[src/rtl/rfct_pkg.sv]
// Package with shared constants, types and codes of the RF remote code table.
`timescale 1ns / 1ps
package rfct_pkg;
    localparam int SLOTS_DEF   = 64;
    localparam int MODELS_DEF  = 4;
    localparam int BUTTONS_DEF = 8;

    localparam logic [2:0] ACT_LOOKUP = 3'd0;
    localparam logic [2:0] ACT_ENROLL = 3'd1;
    localparam logic [2:0] ACT_REMOVE = 3'd2;
    localparam logic [2:0] ACT_FREE   = 3'd3;
    localparam logic [2:0] ACT_CHECK  = 3'd4;
    localparam logic [2:0] ACT_WOFS   = 3'd5;
    localparam logic [2:0] ACT_WHDR   = 3'd6;

    localparam logic [1:0] ERR_OK       = 2'd0;
    localparam logic [1:0] ERR_RANGE    = 2'd1;
    localparam logic [1:0] ERR_NOTFOUND = 2'd2;
    localparam logic [1:0] ERR_FULL     = 2'd3;

    typedef struct packed {
        logic start;
        logic scan_clr;
        logic slot_adv;
        logic btn_adv;
        logic rd_slot;
        logic rd_ofs;
        logic hit_ld;
        logic done;
    } rfct_cmd_t;

    typedef struct packed {
        logic       scan_last;
        logic       slot_live;
        logic       btn_last;
        logic       btn_none;
        logic       hit;
        logic [2:0] action;
    } rfct_sts_t;
endpackage

[src/rtl/rfct_ram.sv]
// Generic simple dual-port RAM with one write port and a registered read port.
`timescale 1ns / 1ps
module rfct_ram #(
    parameter int WIDTH = 32,
    parameter int DEPTH = 64
) (
    input  logic                     aclk,
    input  logic                     we,
    input  logic [$clog2(DEPTH)-1:0] waddr,
    input  logic [WIDTH-1:0]         wdata,
    input  logic [$clog2(DEPTH)-1:0] raddr,
    output logic [WIDTH-1:0]         rdata
);
    logic [WIDTH-1:0] mem_reg [DEPTH];

    always_ff @(posedge aclk) begin
        if (we) begin
            mem_reg[waddr] <= wdata;
        end
        rdata <= mem_reg[raddr];
    end
endmodule

[src/rtl/rfct_ctrl.sv]
// Controller state machine sequencing requests and the lookup scan.
`timescale 1ns / 1ps
module rfct_ctrl (
    input  logic              aclk,
    input  logic              aresetn,
    input  logic              s_valid,
    output logic              s_ready,
    output logic              m_valid,
    input  logic              m_ready,
    output rfct_pkg::rfct_cmd_t cmd,
    input  rfct_pkg::rfct_sts_t sts
);
    import rfct_pkg::*;

    localparam logic [2:0] ST_IDLE  = 3'd0;
    localparam logic [2:0] ST_SLOT  = 3'd1;
    localparam logic [2:0] ST_SWAIT = 3'd2;
    localparam logic [2:0] ST_BTN   = 3'd3;
    localparam logic [2:0] ST_CMP   = 3'd4;
    localparam logic [2:0] ST_OUT   = 3'd5;

    logic [2:0] state_reg, state_next;

    assign s_ready = (state_reg == ST_IDLE);
    assign m_valid = (state_reg == ST_OUT);

    always_comb begin
        state_next = state_reg;
        cmd = '0;
        unique case (state_reg)
            ST_IDLE: begin
                if (s_valid) begin
                    cmd.start = 1'b1;
                    if (sts.action == ACT_LOOKUP) begin
                        cmd.scan_clr = 1'b1;
                        state_next = ST_SLOT;
                    end else begin
                        state_next = ST_OUT;
                    end
                end
            end
            ST_SLOT: begin
                cmd.rd_slot = 1'b1;
                state_next = ST_SWAIT;
            end
            ST_SWAIT: begin
                if (!sts.slot_live || sts.btn_none) begin
                    if (sts.scan_last) begin
                        state_next = ST_OUT;
                    end else begin
                        cmd.slot_adv = 1'b1;
                        state_next = ST_SLOT;
                    end
                end else begin
                    state_next = ST_BTN;
                end
            end
            ST_BTN: begin
                cmd.rd_ofs = 1'b1;
                state_next = ST_CMP;
            end
            ST_CMP: begin
                if (sts.hit) begin
                    cmd.hit_ld = 1'b1;
                    state_next = ST_OUT;
                end else if (!sts.btn_last) begin
                    cmd.btn_adv = 1'b1;
                    state_next = ST_BTN;
                end else if (sts.scan_last) begin
                    state_next = ST_OUT;
                end else begin
                    cmd.slot_adv = 1'b1;
                    state_next = ST_SLOT;
                end
            end
            ST_OUT: begin
                if (m_ready) begin
                    cmd.done = 1'b1;
                    state_next = ST_IDLE;
                end
            end
            default: state_next = ST_IDLE;
        endcase
    end

    always_ff @(posedge aclk) begin
        if (!aresetn) begin
            state_reg <= ST_IDLE;
        end else begin
            state_reg <= state_next;
        end
    end
endmodule

[src/rtl/rfct_dp.sv]
// Datapath holding slot and model stores, scan counters and result register.
`timescale 1ns / 1ps
module rfct_dp #(
    parameter int SLOTS   = rfct_pkg::SLOTS_DEF,
    parameter int MODELS  = rfct_pkg::MODELS_DEF,
    parameter int BUTTONS = rfct_pkg::BUTTONS_DEF
) (
    input  logic              aclk,
    input  logic              aresetn,
    input  logic [2:0]        s_action,
    input  logic [31:0]       s_code,
    input  logic [6:0]        s_slot_number,
    input  logic [7:0]        s_status_in,
    input  logic [1:0]        s_model_index,
    input  logic [2:0]        s_button_index,
    input  logic [31:0]       s_button_offset,
    input  logic [4:0]        s_clear_bits,
    input  logic [3:0]        s_button_count,
    output logic              m_found,
    output logic [6:0]        m_match_slot,
    output logic [7:0]        m_match_status,
    output logic [1:0]        m_match_model,
    output logic [2:0]        m_match_button,
    output logic [1:0]        m_error,
    input  rfct_pkg::rfct_cmd_t cmd,
    output rfct_pkg::rfct_sts_t sts
);
    import rfct_pkg::*;

    localparam int SW = (SLOTS > 1) ? $clog2(SLOTS) : 1;
    localparam int MW = (MODELS > 1) ? $clog2(MODELS) : 1;
    localparam int BW = (BUTTONS > 1) ? $clog2(BUTTONS) : 1;
    localparam int CW = $clog2(BUTTONS + 1);
    localparam int RW = 2 + 8 + 32;

    logic [SLOTS-1:0]   valid_reg;
    logic [CW-1:0]      mbtn_reg [MODELS];
    logic [4:0]         mclr_reg [MODELS];
    logic [2:0]         act_reg;
    logic [31:0]        code_reg;
    logic [SW-1:0]      scan_reg;
    logic [BW-1:0]      btn_reg;
    logic               found_reg;
    logic [6:0]         slot_reg;
    logic [7:0]         status_reg;
    logic [1:0]         model_reg;
    logic [2:0]         button_reg;
    logic [1:0]         error_reg;
    logic               live_reg;

    logic               in_slot, in_model, in_btn;
    logic [SW-1:0]      sidx;
    logic [MW-1:0]      midx;
    logic               enroll_we, ofs_we;
    logic [31:0]        mask;
    logic [RW-1:0]      slot_wdata, slot_rdata;
    logic [1:0]         rd_model;
    logic [7:0]         rd_status;
    logic [31:0]        rd_base, ofs_rdata;
    logic [MW-1:0]      rd_midx;
    logic [CW-1:0]      rd_nb;
    logic [MW+BW-1:0]   ofs_waddr, ofs_raddr;
    logic               free_any;
    logic [SW-1:0]      free_idx;

    assign in_slot  = (s_slot_number >= 7'd1) && ({25'd0, s_slot_number} <= 32'(SLOTS));
    assign in_model = ({30'd0, s_model_index} < 32'(MODELS));
    assign in_btn   = ({29'd0, s_button_index} < 32'(BUTTONS));
    assign sidx     = SW'(s_slot_number - 7'd1);
    assign midx     = MW'(s_model_index);
    assign mask     = (32'd1 << mclr_reg[midx]) - 32'd1;

    assign enroll_we  = cmd.start && s_action == ACT_ENROLL && in_slot && in_model;
    assign ofs_we     = cmd.start && s_action == ACT_WOFS && in_model && in_btn;
    assign slot_wdata = {s_model_index, s_status_in, s_code & ~mask};
    assign ofs_waddr  = {midx, BW'(s_button_index)};

    rfct_ram #(.WIDTH(RW), .DEPTH(SLOTS)) u_slot_ram (
        .aclk(aclk), .we(enroll_we), .waddr(sidx), .wdata(slot_wdata),
        .raddr(scan_reg), .rdata(slot_rdata)
    );

    assign rd_model  = slot_rdata[RW-1 -: 2];
    assign rd_status = slot_rdata[39:32];
    assign rd_base   = slot_rdata[31:0];
    assign rd_midx   = MW'(rd_model);
    assign rd_nb     = mbtn_reg[rd_midx];
    assign ofs_raddr = {rd_midx, btn_reg};

    rfct_ram #(.WIDTH(32), .DEPTH(MODELS * BUTTONS)) u_ofs_ram (
        .aclk(aclk), .we(ofs_we), .waddr(ofs_waddr), .wdata(s_button_offset),
        .raddr(ofs_raddr), .rdata(ofs_rdata)
    );

    always_comb begin
        free_any = 1'b0;
        free_idx = '0;
        for (int i = SLOTS - 1; i >= 0; i--) begin
            if (!valid_reg[i]) begin
                free_any = 1'b1;
                free_idx = SW'(i);
            end
        end
    end

    assign sts.scan_last = (32'(scan_reg) == 32'(SLOTS - 1));
    assign sts.slot_live = live_reg && ({30'd0, rd_model} < 32'(MODELS));
    assign sts.btn_none  = (rd_nb == '0);
    assign sts.btn_last  = (32'(btn_reg) + 32'd1 >= 32'(rd_nb));
    assign sts.hit       = (rd_base + ofs_rdata == code_reg);
    assign sts.action    = s_action;

    always_ff @(posedge aclk) begin
        if (!aresetn) begin
            valid_reg <= '0;
            for (int m = 0; m < MODELS; m++) begin
                mbtn_reg[m] <= '0;
                mclr_reg[m] <= '0;
            end
        end else if (cmd.start) begin
            if (enroll_we) begin
                valid_reg[sidx] <= 1'b1;
            end
            if (s_action == ACT_REMOVE && in_slot) begin
                valid_reg[sidx] <= 1'b0;
            end
            if (s_action == ACT_WHDR && in_model) begin
                mclr_reg[midx] <= s_clear_bits;
                mbtn_reg[midx] <= ({28'd0, s_button_count} > 32'(BUTTONS)) ?
                                  CW'(BUTTONS) : CW'(s_button_count);
            end
        end
    end

    always_ff @(posedge aclk) begin
        if (cmd.rd_slot) begin
            live_reg <= valid_reg[scan_reg];
        end
        if (cmd.scan_clr) begin
            scan_reg <= '0;
            btn_reg  <= '0;
        end else if (cmd.slot_adv) begin
            scan_reg <= scan_reg + SW'(1);
            btn_reg  <= '0;
        end else if (cmd.btn_adv) begin
            btn_reg <= btn_reg + BW'(1);
        end
        if (cmd.start) begin
            act_reg    <= s_action;
            code_reg   <= s_code;
            found_reg  <= 1'b0;
            slot_reg   <= '0;
            status_reg <= '0;
            model_reg  <= '0;
            button_reg <= '0;
            error_reg  <= ERR_OK;
            unique case (s_action)
                ACT_ENROLL: begin
                    if (!in_slot) error_reg <= ERR_RANGE;
                    else if (!in_model) error_reg <= ERR_NOTFOUND;
                end
                ACT_REMOVE: begin
                    if (!in_slot) error_reg <= ERR_RANGE;
                    else if (!valid_reg[sidx]) error_reg <= ERR_NOTFOUND;
                end
                ACT_FREE: begin
                    if (free_any) slot_reg <= 7'(free_idx) + 7'd1;
                    else error_reg <= ERR_FULL;
                end
                ACT_CHECK: begin
                    if (!in_slot) error_reg <= ERR_RANGE;
                    else found_reg <= valid_reg[sidx];
                end
                ACT_WOFS: begin
                    if (!(in_model && in_btn)) error_reg <= ERR_RANGE;
                end
                ACT_WHDR: begin
                    if (!in_model) error_reg <= ERR_RANGE;
                end
                default: ;
            endcase
        end else if (cmd.hit_ld) begin
            found_reg  <= 1'b1;
            slot_reg   <= 7'(32'(scan_reg) + 32'd1);
            status_reg <= rd_status;
            model_reg  <= rd_model;
            button_reg <= 3'(btn_reg);
        end
    end

    assign m_found        = found_reg;
    assign m_match_slot   = slot_reg;
    assign m_match_status = status_reg;
    assign m_match_model  = model_reg;
    assign m_match_button = button_reg;
    assign m_error        = (act_reg == ACT_LOOKUP) ? ERR_OK : error_reg;
endmodule

[src/rtl/rf_remote_code_table_unit.sv]
// Top level of the RF remote code table: controller plus datapath.
// A non-lookup result is valid the cycle after acceptance; a new request is taken only once the last is accepted.
// Lookup walks the slots in order, reading each slot and then each button offset of a live
// slot in turn until a hit or the last slot; one request at a time.
// The scan rate is set by the registered reads of the slot and offset RAMs.
// Synchronous active-low reset empties all slots and clears model headers.
`timescale 1ns / 1ps
module rf_remote_code_table_unit #(
    parameter int SLOTS   = rfct_pkg::SLOTS_DEF,
    parameter int MODELS  = rfct_pkg::MODELS_DEF,
    parameter int BUTTONS = rfct_pkg::BUTTONS_DEF
) (
    input  logic        aclk,
    input  logic        aresetn,
    input  logic        s_valid,
    output logic        s_ready,
    input  logic [2:0]  s_action,
    input  logic [31:0] s_code,
    input  logic [6:0]  s_slot_number,
    input  logic [7:0]  s_status_in,
    input  logic [1:0]  s_model_index,
    input  logic [2:0]  s_button_index,
    input  logic [31:0] s_button_offset,
    input  logic [4:0]  s_clear_bits,
    input  logic [3:0]  s_button_count,
    output logic        m_valid,
    input  logic        m_ready,
    output logic        m_found,
    output logic [6:0]  m_match_slot,
    output logic [7:0]  m_match_status,
    output logic [1:0]  m_match_model,
    output logic [2:0]  m_match_button,
    output logic [1:0]  m_error
);
    import rfct_pkg::*;

    rfct_cmd_t cmd;
    rfct_sts_t sts;

    rfct_ctrl u_ctrl (
        .aclk(aclk), .aresetn(aresetn), .s_valid(s_valid), .s_ready(s_ready),
        .m_valid(m_valid), .m_ready(m_ready), .cmd(cmd), .sts(sts)
    );

    rfct_dp #(.SLOTS(SLOTS), .MODELS(MODELS), .BUTTONS(BUTTONS)) u_dp (
        .aclk(aclk), .aresetn(aresetn),
        .s_action(s_action), .s_code(s_code), .s_slot_number(s_slot_number),
        .s_status_in(s_status_in), .s_model_index(s_model_index),
        .s_button_index(s_button_index), .s_button_offset(s_button_offset),
        .s_clear_bits(s_clear_bits), .s_button_count(s_button_count),
        .m_found(m_found), .m_match_slot(m_match_slot),
        .m_match_status(m_match_status), .m_match_model(m_match_model),
        .m_match_button(m_match_button), .m_error(m_error),
        .cmd(cmd), .sts(sts)
    );
endmodule
[config.mk]
export PLATFORM = sky130hd
export DESIGN_NAME = rf_remote_code_table_unit
export DESIGN_NICKNAME = d
export VERILOG_FILES = /design/src/rtl/rfct_pkg.sv /design/src/rtl/rfct_ram.sv /design/src/rtl/rfct_ctrl.sv /design/src/rtl/rfct_dp.sv /design/src/rtl/rf_remote_code_table_unit.sv
export SDC_FILE = /design/constraint.sdc
export NUM_CORES = 2
export LEC_CHECK = 0
export BUFFER_PORTS_ARGS = -buffer_cell sky130_fd_sc_hd__buf_2
export CAP_MARGIN = 20
export CORE_ASPECT_RATIO = 2
export CORE_MARGIN = 1.5
export CORE_UTILIZATION = 45
export DETAILED_ROUTE_END_ITERATION = 8
export SLEW_MARGIN = 20
export SYNTH_ARGS = -nofsm -noshare
export SYNTH_HDL_FRONTEND = slang
export SYNTH_SLANG_ARGS = --single-unit
[constraint.sdc]
create_clock -name aclk -period 13.9 [get_ports aclk]
set_input_delay 1.39 -clock aclk [delete_from_list [all_inputs] [get_ports aclk]]
set_output_delay 1.39 -clock aclk [all_outputs]
set_load 0.1 [all_outputs]
==> flow_summary.html <==
<table>
<tr><th>Metric</th><th>Value</th></tr>
<tr><th colspan="2">Clock network</th></tr>
<tr><td>Post-CTS Setup Inserts</td><td>0</td></tr>
<tr><td>Clock latency of the later-clocked register in the worst-skew pair</td><td>0.93 ns</td></tr>
<tr><td>Cts repair resizes</td><td>0</td></tr>
<tr><td>TritonCTS clock tree</td><td>yes</td></tr>
<tr><td>Clock tree buffer depth</td><td>4</td></tr>
<tr><td>Num CTS Buffers</td><td>343</td></tr>
<tr><td>Cell chosen for the clock root</td><td>sky130_fd_sc_hd__clkbuf_16</td></tr>
<tr><td>Clock Sinks</td><td>3957</td></tr>
<tr><td>Deepest level of the CTS H-tree</td><td>5</td></tr>
<tr><td>Number of buffers added to fix hold violations after cts</td><td>0</td></tr>
<tr><td>Clock transition at path regs</td><td>0.07 ns</td></tr>
<tr><th colspan="2">Detailed routing</th></tr>
<tr><td>Detailed Routing Iterations Pass 1</td><td>9</td></tr>
<tr><td>Routed length per placed instance</td><td>38.0 um</td></tr>
<tr><td>Routed Wire Length</td><td>450 mm</td></tr>
<tr><td>Via-to-Cell Ratio</td><td>6.32</td></tr>
<tr><td>Detailed-route DRC error count</td><td>1</td></tr>
<tr><td>Detailed-route via count</td><td>74844</td></tr>
<tr><td>Antenna Violating Nets Remaining</td><td>0</td></tr>
<tr><td>Iteration-0 DRC count of the detailed router</td><td>7317</td></tr>
<tr><th colspan="2">Hold path</th></tr>
<tr><td>Worst hold path depth</td><td>2</td></tr>
<tr><td>Path class of the lowest-slack min-delay path</td><td>flop to flop</td></tr>
<tr><td>Endpoint, Worst Hold</td><td>u_dp.m_match_status[6]</td></tr>
<tr><td>Hold Crit Start</td><td>u_dp.u_slot_ram.rdata[38]</td></tr>
<tr><th colspan="2">Setup path</th></tr>
<tr><td>Slowest cell on the critical path</td><td>sky130_fd_sc_hd__dfxtp_4</td></tr>
<tr><td>Critical path class</td><td>flop to flop</td></tr>
<tr><td>Reg-to-reg setup timing slack</td><td>8.44 ns</td></tr>
<tr><td>Reg-to-reg endpoint</td><td>u_dp.u_slot_ram.rdata[21]</td></tr>
<tr><td>Crit path required time</td><td>14.64 ns</td></tr>
<tr><td>Cell-by-cell trace of the critical path</td><td>buf_4 &gt; buf_12 &gt; buf_12 &gt; mux4_2 &gt; mux4_2 &gt; mux4_2</td></tr>
<tr><td>Crit path capture type</td><td>flop</td></tr>
<tr><td>Worst-path maximum fanout</td><td>90</td></tr>
<tr><td>Launching point of the worst reg2reg path</td><td>u_dp.scan_reg[0]</td></tr>
<tr><td>Crit-path max cell delay</td><td>0.99 ns</td></tr>
<tr><td>Register-to-Register Path Depth</td><td>6</td></tr>
<tr><td>Kind of start point of the critical path</td><td>flop</td></tr>
<tr><td>Buf/Inv on CP</td><td>3</td></tr>
<tr><td>Crit path arrival time</td><td>6.20 ns</td></tr>
<tr><td>Top Family by Delay on Critical Path</td><td>multiplexers</td></tr>
<tr><td>Most common cell on crit path</td><td>sky130_fd_sc_hd__mux4_2</td></tr>
<tr><th colspan="2">Power</th></tr>
<tr><td>Internal power component</td><td>22.3 mW</td></tr>
<tr><td>Net switching power</td><td>9.55 mW</td></tr>
<tr><td>Worst IR Drop VDD</td><td>0.146 mV</td></tr>
<tr><td>Logic gate share of total power</td><td>0.272</td></tr>
<tr><td>Lkg Pwr</td><td>52.8 nW</td></tr>
<tr><td>Switching power as a share of total power</td><td>0.299</td></tr>
<tr><td>Power per standard cell area</td><td>185 nW/um^2</td></tr>
<tr><td>Part of the total power dissipated in sequential elements</td><td>0.428</td></tr>
<tr><td>Clock network fraction of design power</td><td>0.300</td></tr>
<tr><th colspan="2">Global route</th></tr>
<tr><td>Total global-route track usage</td><td>0.259</td></tr>
<tr><td>GR Layer Usage met3</td><td>0.0349</td></tr>
<tr><td>Top Usage Layer GRT</td><td>met2</td></tr>
<tr><td>Met2 layer usage reported by global route</td><td>0.483</td></tr>
<tr><td>Pin count of the biggest net entering global routing</td><td>131</td></tr>
<tr><td>Antenna violations before repair</td><td>30</td></tr>
<tr><td>Vias in the first global route</td><td>77995</td></tr>
<tr><td>GR Overflow Total</td><td>0</td></tr>
<tr><td>GRT met1 Usage</td><td>0.285</td></tr>
<tr><td>First-pass GRT wire length</td><td>620 mm</td></tr>
<tr><th colspan="2">Synthesis</th></tr>
<tr><td>Count of flip-flops with a built-in enable after synthesis</td><td>3794</td></tr>
<tr><td>Top flip-flop cell by instance count after synthesis</td><td>sky130_fd_sc_hd__edfxtp_1</td></tr>
<tr><td>Dominant combinational cell family by area after synthesis</td><td>multiplexers</td></tr>
<tr><td>Synthesized-area fraction occupied by ao, oa, aoi and oai cells</td><td>0.0203</td></tr>
<tr><td>Synthesized area divided by synthesized cell count</td><td>22.8 sq um</td></tr>
<tr><td>Post-synthesis register bit count</td><td>3957</td></tr>
<tr><td>Area fraction in and, or, nand and nor cells after synthesis</td><td>0.0198</td></tr>
<tr><td>Arithmetic-cell share of the synthesized area counting full adders, half adders and majority gates</td><td>0.00354</td></tr>
<tr><td>Post-synthesis async set-or-reset flop share</td><td>0</td></tr>
<tr><td>Sequential area share after synthesis</td><td>0.760</td></tr>
<tr><td>Count of synthesis-stage warnings from yosys</td><td>0</td></tr>
<tr><td>Count of distinct cell types in the synthesized netlist</td><td>97</td></tr>
<tr><td>Post-Syn Instances</td><td>6761</td></tr>
<tr><td>Total standard cell area after synthesis</td><td>154000 sq um</td></tr>
<tr><td>Area share of xor/xnor cells in the synthesized design</td><td>0.00331</td></tr>
<tr><td>Post-Syn Nets</td><td>6904</td></tr>
<tr><td>Multiplexer fraction of the synthesized cell area</td><td>0.183</td></tr>
<tr><th colspan="2">Final layout</th></tr>
<tr><td>Fraction of final layout cells sized beyond drive strength 1</td><td>0.315</td></tr>
<tr><td>Most common library cell in the layout ignoring fill and taps</td><td>sky130_fd_sc_hd__edfxtp_1</td></tr>
<tr><td>Commonest non-fill, non-tap cells in the layout</td><td>3794 x sky130_fd_sc_hd__edfxtp_1, 1229 x sky130_fd_sc_hd__mux4_2, 353 x sky130_fd_sc_hd__clkbuf_16</td></tr>
<tr><td>Largest register FFs</td><td>2688</td></tr>
<tr><td>Area Overhead vs Synth</td><td>12.1%</td></tr>
<tr><td>Post-layout nets</td><td>7247</td></tr>
<tr><td>Count of fill cells added during filler insertion</td><td>26437</td></tr>
<tr><td>Utilization after layout</td><td>0.507</td></tr>
<tr><th colspan="2">Die</th></tr>
<tr><td>Core Box Area</td><td>341000 sq um</td></tr>
<tr><td>Y dimension of the die</td><td>831 um</td></tr>
<tr><td>Starting density of the core</td><td>0.452</td></tr>
<tr><td>DIE AREA</td><td>346000 sq um</td></tr>
<tr><td>Die span in x</td><td>417 um</td></tr>
<tr><td>Std-Cell Rows</td><td>303</td></tr>
<tr><td>I/O pins</td><td>125</td></tr>
<tr><th colspan="2">STA</th></tr>
<tr><td>Pins over their slew limit</td><td>0</td></tr>
<tr><td>Worst max-slew margin expressed relative to the limit</td><td>0.252</td></tr>
<tr><td>Final hold violation count</td><td>0</td></tr>
<tr><td>Fin crit period</td><td>5.46 ns</td></tr>
<tr><td>RSZ-0062 raised after global routing</td><td>no</td></tr>
<tr><td>Worst Max-Slew Pin Slew</td><td>1.11 ns</td></tr>
<tr><td>Final-layout setup total negative slack</td><td>0 ns</td></tr>
<tr><td>WHS</td><td>0.483 ns</td></tr>
<tr><td>Achievable clock frequency</td><td>183 MHz</td></tr>
<tr><td>Final worst path period share</td><td>0.393</td></tr>
<tr><td>Worst setup skew after layout</td><td>0.0581 ns</td></tr>
<tr><td>Number of failing setup endpoints in the final timing report</td><td>0</td></tr>
<tr><th colspan="2">Job</th></tr>
<tr><td>Max-capacitance violation count</td><td>0</td></tr>
<tr><th colspan="2">Outcome</th></tr>
<tr><td>Violated checks</td><td>design-rule violations</td></tr>
<tr><td>Result of the run</td><td>finished, violations left</td></tr>
<tr><th colspan="2">Placed design</th></tr>
<tr><td>Buffers on Ports</td><td>124</td></tr>
<tr><td>Placed wire-length estimate after detailed placement</td><td>270 mm</td></tr>
<tr><td>Placer's final routability congestion estimate</td><td>0.970</td></tr>
</table>
## metal layers
layer,vias to the layer above,share of wire
met5,-,0.000096
met4,6,0.057
met3,862,0.055
met2,2975,0.55
met1,41323,0.33
li1,29678,-
## cell families after synthesis
family                   count (synthesis)
AO/OA/AOI/OAI                          409
XOR/XNOR                                55
adder cells (fa/ha/maj)                 43
buffers and inverters                  383
flip-flops                            3957
multiplexers                          1283
AND/OR/NAND/NOR                        631
## power groups by stage
stage	Sequential [mW]	Combinational [mW]	Clock [mW]
3_3_place_gp	13.9	8.66	0
6_report	13.6	8.69	9.57
3_5_place_dp	13.9	8.70	0
4_1_cts	13.6	8.73	9.72
2_1_floorplan	13.7	5.82	0
5_1_grt	13.6	9.03	10.1
## metrics by stage
stage	instances	total power, mW	setup slack [ns]	instance area [sq um]
after floorplan	6761	19.5	6.92	154000
after global placement	11178	22.6	7.68	162000
after detailed placement	11181	22.6	7.83	162000
after CTS	11801	32.1	8.29	173000
after global routing	11832	32.8	8.01	173000
final	11838	31.9	8.44	173000
## synth_stat cells, drive strengths merged, types with 23 or more instances
cell type	number	share of area
o21ai	73	0.0024
xnor2	29	0.0016
inv	40	0.00097
nand3	46	0.0015
dfxtp	163	0.021
mux4	1229	0.18
edfxtp	3794	0.74
o22ai	35	0.0014
o221a	65	0.0047
and3	37	0.0015
ha	42	0.0034
clkbuf	231	0.0057
buf	111	0.0030
mux2	36	0.0026
nand2	151	0.0037
nor2	214	0.0052
nand2b	24	0.00097
a21oi	67	0.0023
nor4	23	0.0012
nor3	42	0.0014
xor2	24	0.0014
## tightest hold or removal path, stage by stage (launching register included)
cell                      delay (ns)
sky130_fd_sc_hd__dfxtp_1        0.31
sky130_fd_sc_hd__mux2i_1        0.06
sky130_fd_sc_hd__nor2_1         0.08
## how the worst max path moves through the flow
stage                      from                               to  slack, ns  depth (start not counted)
2_1_floorplan  s_model_index[0]   u_dp.u_slot_ram.mem_reg[0][10]       6.92                         12
3_3_place_gp   s_model_index[0]  u_dp.u_slot_ram.mem_reg[34][28]       7.68                         11
3_5_place_dp            s_valid  u_dp.u_slot_ram.mem_reg[62][32]       7.83                          9
4_1_cts        u_dp.scan_reg[0]        u_dp.u_slot_ram.rdata[16]       8.29                          6
5_1_grt        u_dp.scan_reg[0]        u_dp.u_slot_ram.rdata[16]       8.01                          6
6_report       u_dp.scan_reg[0]        u_dp.u_slot_ram.rdata[21]       8.44                          6
## final cells by class
cell class                 count  area [sq um]  share of cell area
multi-input combinational   2421         36400               0.211
inverter                      41           163            0.000941
clock buffer                 439          9270              0.0536
timing repair buffer         340          2450              0.0142
antenna                       37          92.6            0.000536
clock inverter               181          1680             0.00970
sequential                  3957        117000               0.678
tap                         4422          5530              0.0320
(Power assumes the default switching activity.)
